<file path="src/mkf_pkg.sv">
package mkf_pkg;

    localparam int unsigned ResMax = 21;
    localparam int unsigned NumLanes = 3;

    typedef logic [4:0]  t_res;
    typedef logic [20:0] t_mag;

    typedef struct packed {
        logic err;
        t_mag mag;
    } t_lane_out;

endpackage

</file>
<file path="src/mkf_lane.sv">
module mkf_lane (
    input  logic                 i_clk,
    input  logic [31:0]          i_bits,
    input  mkf_pkg::t_res        i_res,
    output mkf_pkg::t_lane_out   o_lane
);

    logic        sign;
    logic [7:0]  expo;
    logic [23:0] sig;
    logic [9:0]  sh;
    logic [5:0]  rsh;
    logic [23:0] shifted;
    logic        rej;
    mkf_pkg::t_lane_out n_lane;
    mkf_pkg::t_lane_out r_lane;

    // mag = sig * 2^(expo-150+res); expo<127 and res<=21 keep it below 2^21
    always_comb begin
        sign    = i_bits[31];
        expo    = i_bits[30:23];
        sig     = {1'b1, i_bits[22:0]};
        sh      = 10'd150 - {2'b00, expo} - {5'd0, i_res};
        rsh     = (sh > 10'd63) ? 6'd63 : sh[5:0];
        shifted = (sh > 10'd23) ? 24'd0 : (sig >> rsh);
        rej     = (expo >= 8'd127);
        n_lane.mag = (rej || expo == 8'd0) ? '0 : shifted[20:0];
        n_lane.err = rej || (sign && n_lane.mag != '0);
    end

    always_ff @(posedge i_clk) begin
        r_lane <= n_lane;
    end

    assign o_lane = r_lane;

endmodule

</file>
<file path="src/mkf_merge.sv">
module mkf_merge (
    input  logic                i_clk,
    input  logic                i_rst_n,
    input  logic                i_vld,
    input  mkf_pkg::t_res       i_res,
    input  mkf_pkg::t_lane_out  i_x,
    input  mkf_pkg::t_lane_out  i_y,
    input  mkf_pkg::t_lane_out  i_z,
    output logic                o_vld,
    output logic [63:0]         o_key,
    output logic                o_err
);

    logic [63:0] n_key;
    logic        n_err;
    logic [63:0] r_key;
    logic        r_err;
    logic        r_vld;

    always_comb begin
        n_err = i_x.err | i_y.err | i_z.err;
        n_key = '0;
        for (int i = 0; i < mkf_pkg::ResMax; i++) begin
            if (5'(i) < i_res) begin
                n_key[3*i]   = i_x.mag[i];
                n_key[3*i+1] = i_y.mag[i];
                n_key[3*i+2] = i_z.mag[i];
            end
        end
        n_key[6'(7'd3 * {2'b00, i_res})] = 1'b1;
        if (n_err) begin
            n_key = '0;
        end
    end

    always_ff @(posedge i_clk) begin
        if (!i_rst_n) begin
            r_vld <= 1'b0;
        end else begin
            r_vld <= i_vld;
        end
        r_key <= n_key;
        r_err <= n_err;
    end

    assign o_vld = r_vld;
    assign o_key = r_key;
    assign o_err = r_err;

endmodule

</file>
<file path="src/morton_key_3d_from_float_unit.sv">
// 3-D Morton leaf key from three single-precision coordinates.
// Input: pulse start with i_x_bits, i_y_bits, i_z_bits; accepted when busy
// is low. busy is always low, so one word enters every cycle.
// Output: o_valid strobes for one cycle with o_leaf_key and o_range_error,
// after the lane registers and then the merge register. Throughput is one word per cycle, set
// by three parallel float scaling lanes and one registered merge stage.
// The receiver cannot stall; every result shows for exactly one cycle.
// Config: cfg_valid/cfg_ready write cfg_data[4:0] as resolution; values
// above 21 act as 21. cfg_ready is always high; write only while idle.
// Reset: synchronous, active-low i_rst_n; resolution returns to 10 and
// pending strobes are dropped.
// Errors (NaN, infinity, value >= 1.0, truncated value negative) give key 0
// with o_range_error set.
module morton_key_3d_from_float_unit (
    input  logic        i_clk,
    input  logic        i_rst_n,
    input  logic        start,
    output logic        busy,
    input  logic [31:0] i_x_bits,
    input  logic [31:0] i_y_bits,
    input  logic [31:0] i_z_bits,
    input  logic        cfg_valid,
    output logic        cfg_ready,
    input  logic [4:0]  cfg_data,
    output logic        o_valid,
    output logic [63:0] o_leaf_key,
    output logic        o_range_error
);

    mkf_pkg::t_res      r_res;
    mkf_pkg::t_res      res_eff;
    mkf_pkg::t_res      r_res_d;
    logic               r_vld;
    mkf_pkg::t_lane_out lane_x;
    mkf_pkg::t_lane_out lane_y;
    mkf_pkg::t_lane_out lane_z;

    assign busy      = 1'b0;
    assign cfg_ready = 1'b1;
    assign res_eff   = (r_res > 5'(mkf_pkg::ResMax)) ? 5'(mkf_pkg::ResMax) : r_res;

    always_ff @(posedge i_clk) begin
        if (!i_rst_n) begin
            r_res <= 5'd10;
            r_vld <= 1'b0;
        end else begin
            if (cfg_valid) begin
                r_res <= cfg_data;
            end
            r_vld <= start;
        end
        r_res_d <= res_eff;
    end

    mkf_lane u_lane_x (.i_clk(i_clk), .i_bits(i_x_bits), .i_res(res_eff), .o_lane(lane_x));
    mkf_lane u_lane_y (.i_clk(i_clk), .i_bits(i_y_bits), .i_res(res_eff), .o_lane(lane_y));
    mkf_lane u_lane_z (.i_clk(i_clk), .i_bits(i_z_bits), .i_res(res_eff), .o_lane(lane_z));

    mkf_merge u_merge (
        .i_clk   (i_clk),
        .i_rst_n (i_rst_n),
        .i_vld   (r_vld),
        .i_res   (r_res_d),
        .i_x     (lane_x),
        .i_y     (lane_y),
        .i_z     (lane_z),
        .o_vld   (o_valid),
        .o_key   (o_leaf_key),
        .o_err   (o_range_error)
    );

endmodule
</file>
<file path="config.mk">
export PLATFORM = sky130hd
export DESIGN_NAME = morton_key_3d_from_float_unit
export DESIGN_NICKNAME = d
export VERILOG_FILES = /design/src/mkf_pkg.sv /design/src/mkf_lane.sv /design/src/mkf_merge.sv /design/src/morton_key_3d_from_float_unit.sv
export SDC_FILE = /design/constraint.sdc
export NUM_CORES = 1
export LEC_CHECK = 0
export BUFFER_PORTS_ARGS = -buffer_cell sky130_fd_sc_hd__buf_2
export CORE_MARGIN = 3
export CORE_UTILIZATION = 35
export DETAILED_ROUTE_END_ITERATION = 16
export PLACE_DENSITY_LB_ADDON = 0.25
export SLEW_MARGIN = 20
export SYNTH_ARGS = -nofsm -noshare
export SYNTH_HDL_FRONTEND = slang
export SYNTH_HIERARCHICAL = 1
export SYNTH_SLANG_ARGS = --single-unit
</file>
<file path="constraint.sdc">
create_clock -name i_clk -period 4.72 [get_ports i_clk]
set_input_delay 1.416 -clock i_clk [delete_from_list [all_inputs] [get_ports i_clk]]
set_output_delay 1.416 -clock i_clk [all_outputs]
set_load 0.02 [all_outputs]
</file>
---- After elaboration in Yosys (flattened, before gate mapping) ----
Index checks and enable logic that the tools add are counted.
Widths: inputs -> output; s select.
cells by class
  $mul .................................... 1
  add/sub/neg operators ................... 6
  mux-type cells .......................... 33
  shifts and indexed selects .............. 3
  reductions and logical operators ........ 16
  order comparisons ....................... 33
  bitwise gates (word level) .............. 3
operators by type and width
  kind                 number
  $mux 21              6
  $shr 24x6->21        3
  $or 63x64->64        1
  $mux 3               21
  $reduce_bool 21->1   3
  $lt 4x5->1 const A   8
  $gt 10x5->1 const B  3
  $gt 10x6->1 const B  3
  $sub 10x5->10        3
  $sub 8x8->9 const A  3
  $lt 5x5->1 const A   5
  $ge 8x7->1 const B   3
  $logic_not 8->1      3
  $lt 3x5->1 const A   4
  $mux 6               3
  $lt 1x5->1 const A   2
  $lt 2x5->1 const A   2
  $lt 6x7->1 const B   1
  $demux 1 s6          1
  $ge 6x1->1 const B   1
  $logic_or 1x1->1     6
  $mul 2x5->6 const A  1
  $gt 5x5->1 const B   1
  $mux 5               1
  other kinds (3)      7
word-level totals
  register bits ........................... 143
  logic and storage cells ................. 107
  bits of input ports ..................... 105

---- Depth between registers and ports, before layout ----
  word-level depth ........................ 11
  mapped depth ............................ 18
  gate-level depth less buffers ........... 15

---- Hierarchy ----
The synthesis kept the hierarchy.
modules (own cells, without submodules)
  module                         sequential area each (sq um)  cells an instance  area each (sq um)  instances
  mkf_lane                       440.4                         369                2746.4             3
  mkf_merge                      1321.3                        281                2755.1             1
  morton_key_3d_from_float_unit  220.2                         35                 379.1              1

---- Worst setup path after synthesis ----
Ideal clock, no wire load.
  kind .................................... input -> register
  start ................................... input i_x_bits[23]
  end ..................................... register u_lane_x.r_lane, in the netlist u_lane_x/o_lane[21]
  slack ................................... -0.108 ns
  path buffers ............................ 2
  data arrival time ....................... 4.697 ns
  stages on the path ...................... 17
  data required time ...................... 4.589 ns
  path through ............................ ha_1 -> a21oi_2 -> xnor2_1 -> ha_1 -> a21o_1 -> a31oi_1 -> and2_1 -> nand4bb_1 -> buf_2 -> a31o_1 -> buf_6 -> a221oi_4 -> o311ai_1 -> o221a_4 -> or4b_4 -> nor4_2 -> a31oi_1
RTL lines
  what                  RTL line                             text
  start, declared       morton_key_3d_from_float_unit.sv:19  input logic [31:0] i_x_bits,
  end signal, assigned  mkf_lane.sv:32                       r_lane <= n_lane;
  end, declared         mkf_lane.sv:16                       mkf_pkg::t_lane_out r_lane;

==> impl_metrics.json <==
{
  "timing.critical_path.from_type": "input port",
  "area_delta_synth_final_pct": 46.6,
  "cts_tree": "done",
  "dr_wl_met3_microns": 4020,
  "1st_pass_router_iterations": 5,
  "clock_root_buffer": "clkbuf_16",
  "element_type_at_the_critical_path_end": "flop",
  "wl_per_cell_microns": 20.8,
  "timing.final.crit_period_ns": 4.70,
  "synth_enable_flop_cells": 0,
  "synth_async_sr_flop_share": 0,
  "synthesized_flop_and_latch_total": 143,
  "wire_length_of_the_first_global_routing_pass_microns": 72500,
  "finalWorstSetupSlack_ns": 0.0196,
  "synth_nets": 1568,
  "worst_ep_required_time_ns": 5.02,
  "syn_area_per_cell_sq_um": 7.99,
  "grt_start_max_net_pins": 28,
  "design_area_sq_um": 16700,
  "fin_crit_sh": 0.996,
  "max_cap_check_violation_count": 0,
  "preCtsSetupSlack_ns": -0.553,
  "clock_tree.buffer_depth": 2,
  "wl_microns": 48800,
  "crit_type": "input port to flop",
  "filler_cells_inserted": 3023,
  "cts_sinks": 143,
  "detailed_place_hpwl_microns": 39000,
  "numCtsBuffers": 17,
  "design.die.area_sq_um": 34700,
  "timing.hold.worst.start": "r_vld$_SDFF_PN0_",
  "met2RoutedLength_microns": 20800,
  "synth_cell_type_count": 92,
  "final.setup_skew_ns": 0.0123,
  "synthFlopType": "dfxtp_1",
  "rsz0062_at_grt": "true",
  "number_of_remaining_drc_errors": 0,
  "coreArea_sq_um": 31800,
  "antenna_left": 0,
  "finalHoldViolations": 0,
  "gpl.final_weighted_congestion": 1.01,
  "htree_num_levels": 4,
  "cp-startpoint": "i_x_bits[23]",
  "relative_slew_slack": 0.306,
  "dr.first_iter.drc_count": 1306,
  "syn-cell-area_sq_um": 11400,
  "power_per_cell_area_nw_per_um2": 354,
  "critical_path.reg2reg.startpoint": "r_res[4]$_SDFFE_PN0P_",
  "cts_clk_pin_slew_worst_paths_ns": 0.07,
  "synth_seq_area_share": 0.252,
  "setup_viol": 0,
  "drt-vias-per-instance": 5.80,
  "synthesis.instances": 1423,
  "critPathArrivalTime_ns": 5.00,
  "floorplan.io_pins": 173,
  "antenna_cells": 0,
  "power.static_leakage_nw": 7.17,
  "report.final.slew_viol_count": 0,
  "initial_core_util": 0.358,
  "timing_worst_slew_pin_value_ns": 1.03,
  "vias_in_the_first_global_route": 12500,
  "status": "completed",
  "placement_rows": 65,
  "largest_vdd_supply_drop_uv": 224,
  "die-width_microns": 186,
  "ys_warn_count": 6,
  "grt_antenna_before_repair": 1,
  "m1WireLength_microns": 22500,
  "number_of_buffer_cells_added_on_primary_ports": 170,
  "finalSetupTns_ns": 0,
  "hold_class": "flop to flop",
  "layout-drive-gt1-share": 0.411,
  "chipHeight_microns": 186,
  "grt-ovfl-total": 0,
  "grt_util_all_layers": 0.267,
  "num_vias": 13600,
  "placement.cell_area_sq_um": 15100,
  "maxUsedRoutingLayer": "met5",
  "cp_max_fo": 6,
  "layout.nets": 2048,
  "latest_clock_arrival_within_the_worst_skew_pair_ns": 0.42,
  "max_freq_ghz": 0.213
}
critical path, cell delays in order:
cell	delay, ns
buf_8	0.10
ha_4	0.17
xnor2_2	0.13
ha_1	0.31
nor2b_4	0.14
o31a_1	0.31
a2bb2oi_2	0.19
o21a_2	0.26
o31ai_4	0.46
buf_4	0.20
buf_6	0.13
nor2_4	0.05
nand3_2	0.07
a41oi_2	0.15
or4b_4	0.56
nor4_4	0.23
a31oi_1	0.11
metrics by stage:
step / hold WS [ns] / utilization / total power, mW / cells
floorplan: 0.396 / - / 2.95 / 1423
global placement: 0.410 / 0.476 / 4.30 / 2292
detailed placement: 0.419 / 0.476 / 4.30 / 2292
CTS: 0.435 / 0.495 / 5.62 / 2323
global route: 0.443 / 0.524 / 6.19 / 2350
finish: 0.430 / 0.524 / 5.90 / 2350
cell families (layout without fill, tap and decap cells):
group                    after synthesis  count (layout)  share of synthesized area
AO/OA/AOI/OAI                        503             503                      0.330
XOR/XNOR                              36              36                     0.0277
adder cells (fa/ha/maj)               40              40                     0.0466
buffers and inverters                137             629                     0.0531
flip-flops                           143             143                      0.252
multiplexers                          50              50                     0.0542
other                                  2               2                   0.000660
AND/OR/NAND/NOR                      512             512                      0.236
Yosys cell counts, types with 14 or more instances:
cell        n  share of area
nor3_1     53          0.023
o31ai_1    16          0.011
nor2_1     94          0.031
a22o_1     14          0.011
inv_1      48          0.016
ha_1       36          0.040
a32o_1     21          0.018
nand2_1   137          0.045
xnor2_1    26          0.020
clkbuf_1   51          0.017
and2_1     19          0.010
buf_1      15         0.0050
a211oi_1   24          0.016
o22ai_1    15         0.0083
a31oi_1    39          0.021
nor2b_1    34          0.019
dfxtp_1   143           0.25
o21ai_0    79          0.035
mux2i_1    38          0.033
nor4_1     19          0.010
a311oi_1   15          0.012
a21o_1     14         0.0092
nand3_1    41          0.018
a21oi_1   101          0.044
nand2b_1   20          0.011
power by group:
| part | internal [mW] | leakage, nW | total (mW) | switching, mW |
|---|---|---|---|---|
| clock | 0.742 | 0.274 | 1.30 | 0.559 |
| sequential | 1.26 | 1.16 | 1.31 | 0.0442 |
| combinational | 1.40 | 5.74 | 3.29 | 1.89 |
| total | 3.40 | 7.17 | 5.90 | 2.50 |
worst paths after layout:
kind,endpoint,slack (ns),depth (start not counted)
worst max-delay path,u_lane_x/o_lane[21]$_DFF_P_,0.02,17
worst min-delay path,u_merge/o_vld$_SDFF_PN0_,0.43,1
worst max register to register,u_lane_x/o_lane[21]$_DFF_P_,0.30,17
worst min register to register,u_merge/o_vld$_SDFF_PN0_,0.43,1
sequential cells by signal (all words and copies together) (netlist names):
signal / cells
r_res: 5
r_res_d: 5
r_vld: 1
u_lane_x/o_lane: 22
u_lane_y/o_lane: 22
u_lane_z/o_lane: 22
u_merge/o_err: 1
u_merge/o_key: 64
u_merge/o_vld: 1
metal layers:
metal / vias to the layer above / GRT usage
met5: - / 0
met4: 2 / 0.0894
met3: 82 / 0.0455
met2: 684 / 0.395
met1: 6462 / 0.392
li1: 6394 / -
cell usage in the layout (no fill, tap or decap), types with 38 or more instances in the layout:
cell     instances
o21ai_0         69
nand3_1         39
a21oi_1         98
buf_4          369
inv_1           47
nor3_1          49
buf_2          168
mux2i_1         38
nor2_1          88
dfxtp_1        143
nand2_1        136
what timing repair did:
action,in CTS,in global routing
pin swaps,1,44
gates resized for setup,7,151
cloned,0,2
setup endpoints to repair,2,9
hold buffers,0,0
buffers inserted,0,25
hold endpoints to repair,0,0
layout make-up:
cell class / count / area, sq um / share of cell area
clock buffers: 17 / 425 / 0.0255
clock inverters: 14 / 148 / 0.00885
inverters: 48 / 180 / 0.0108
multi-input cells: 1143 / 8730 / 0.523
flip-flops and latches: 143 / 2860 / 0.172
well taps: 435 / 544 / 0.0326
repair buffers: 550 / 3790 / 0.227
(Power assumes the default switching activity.)
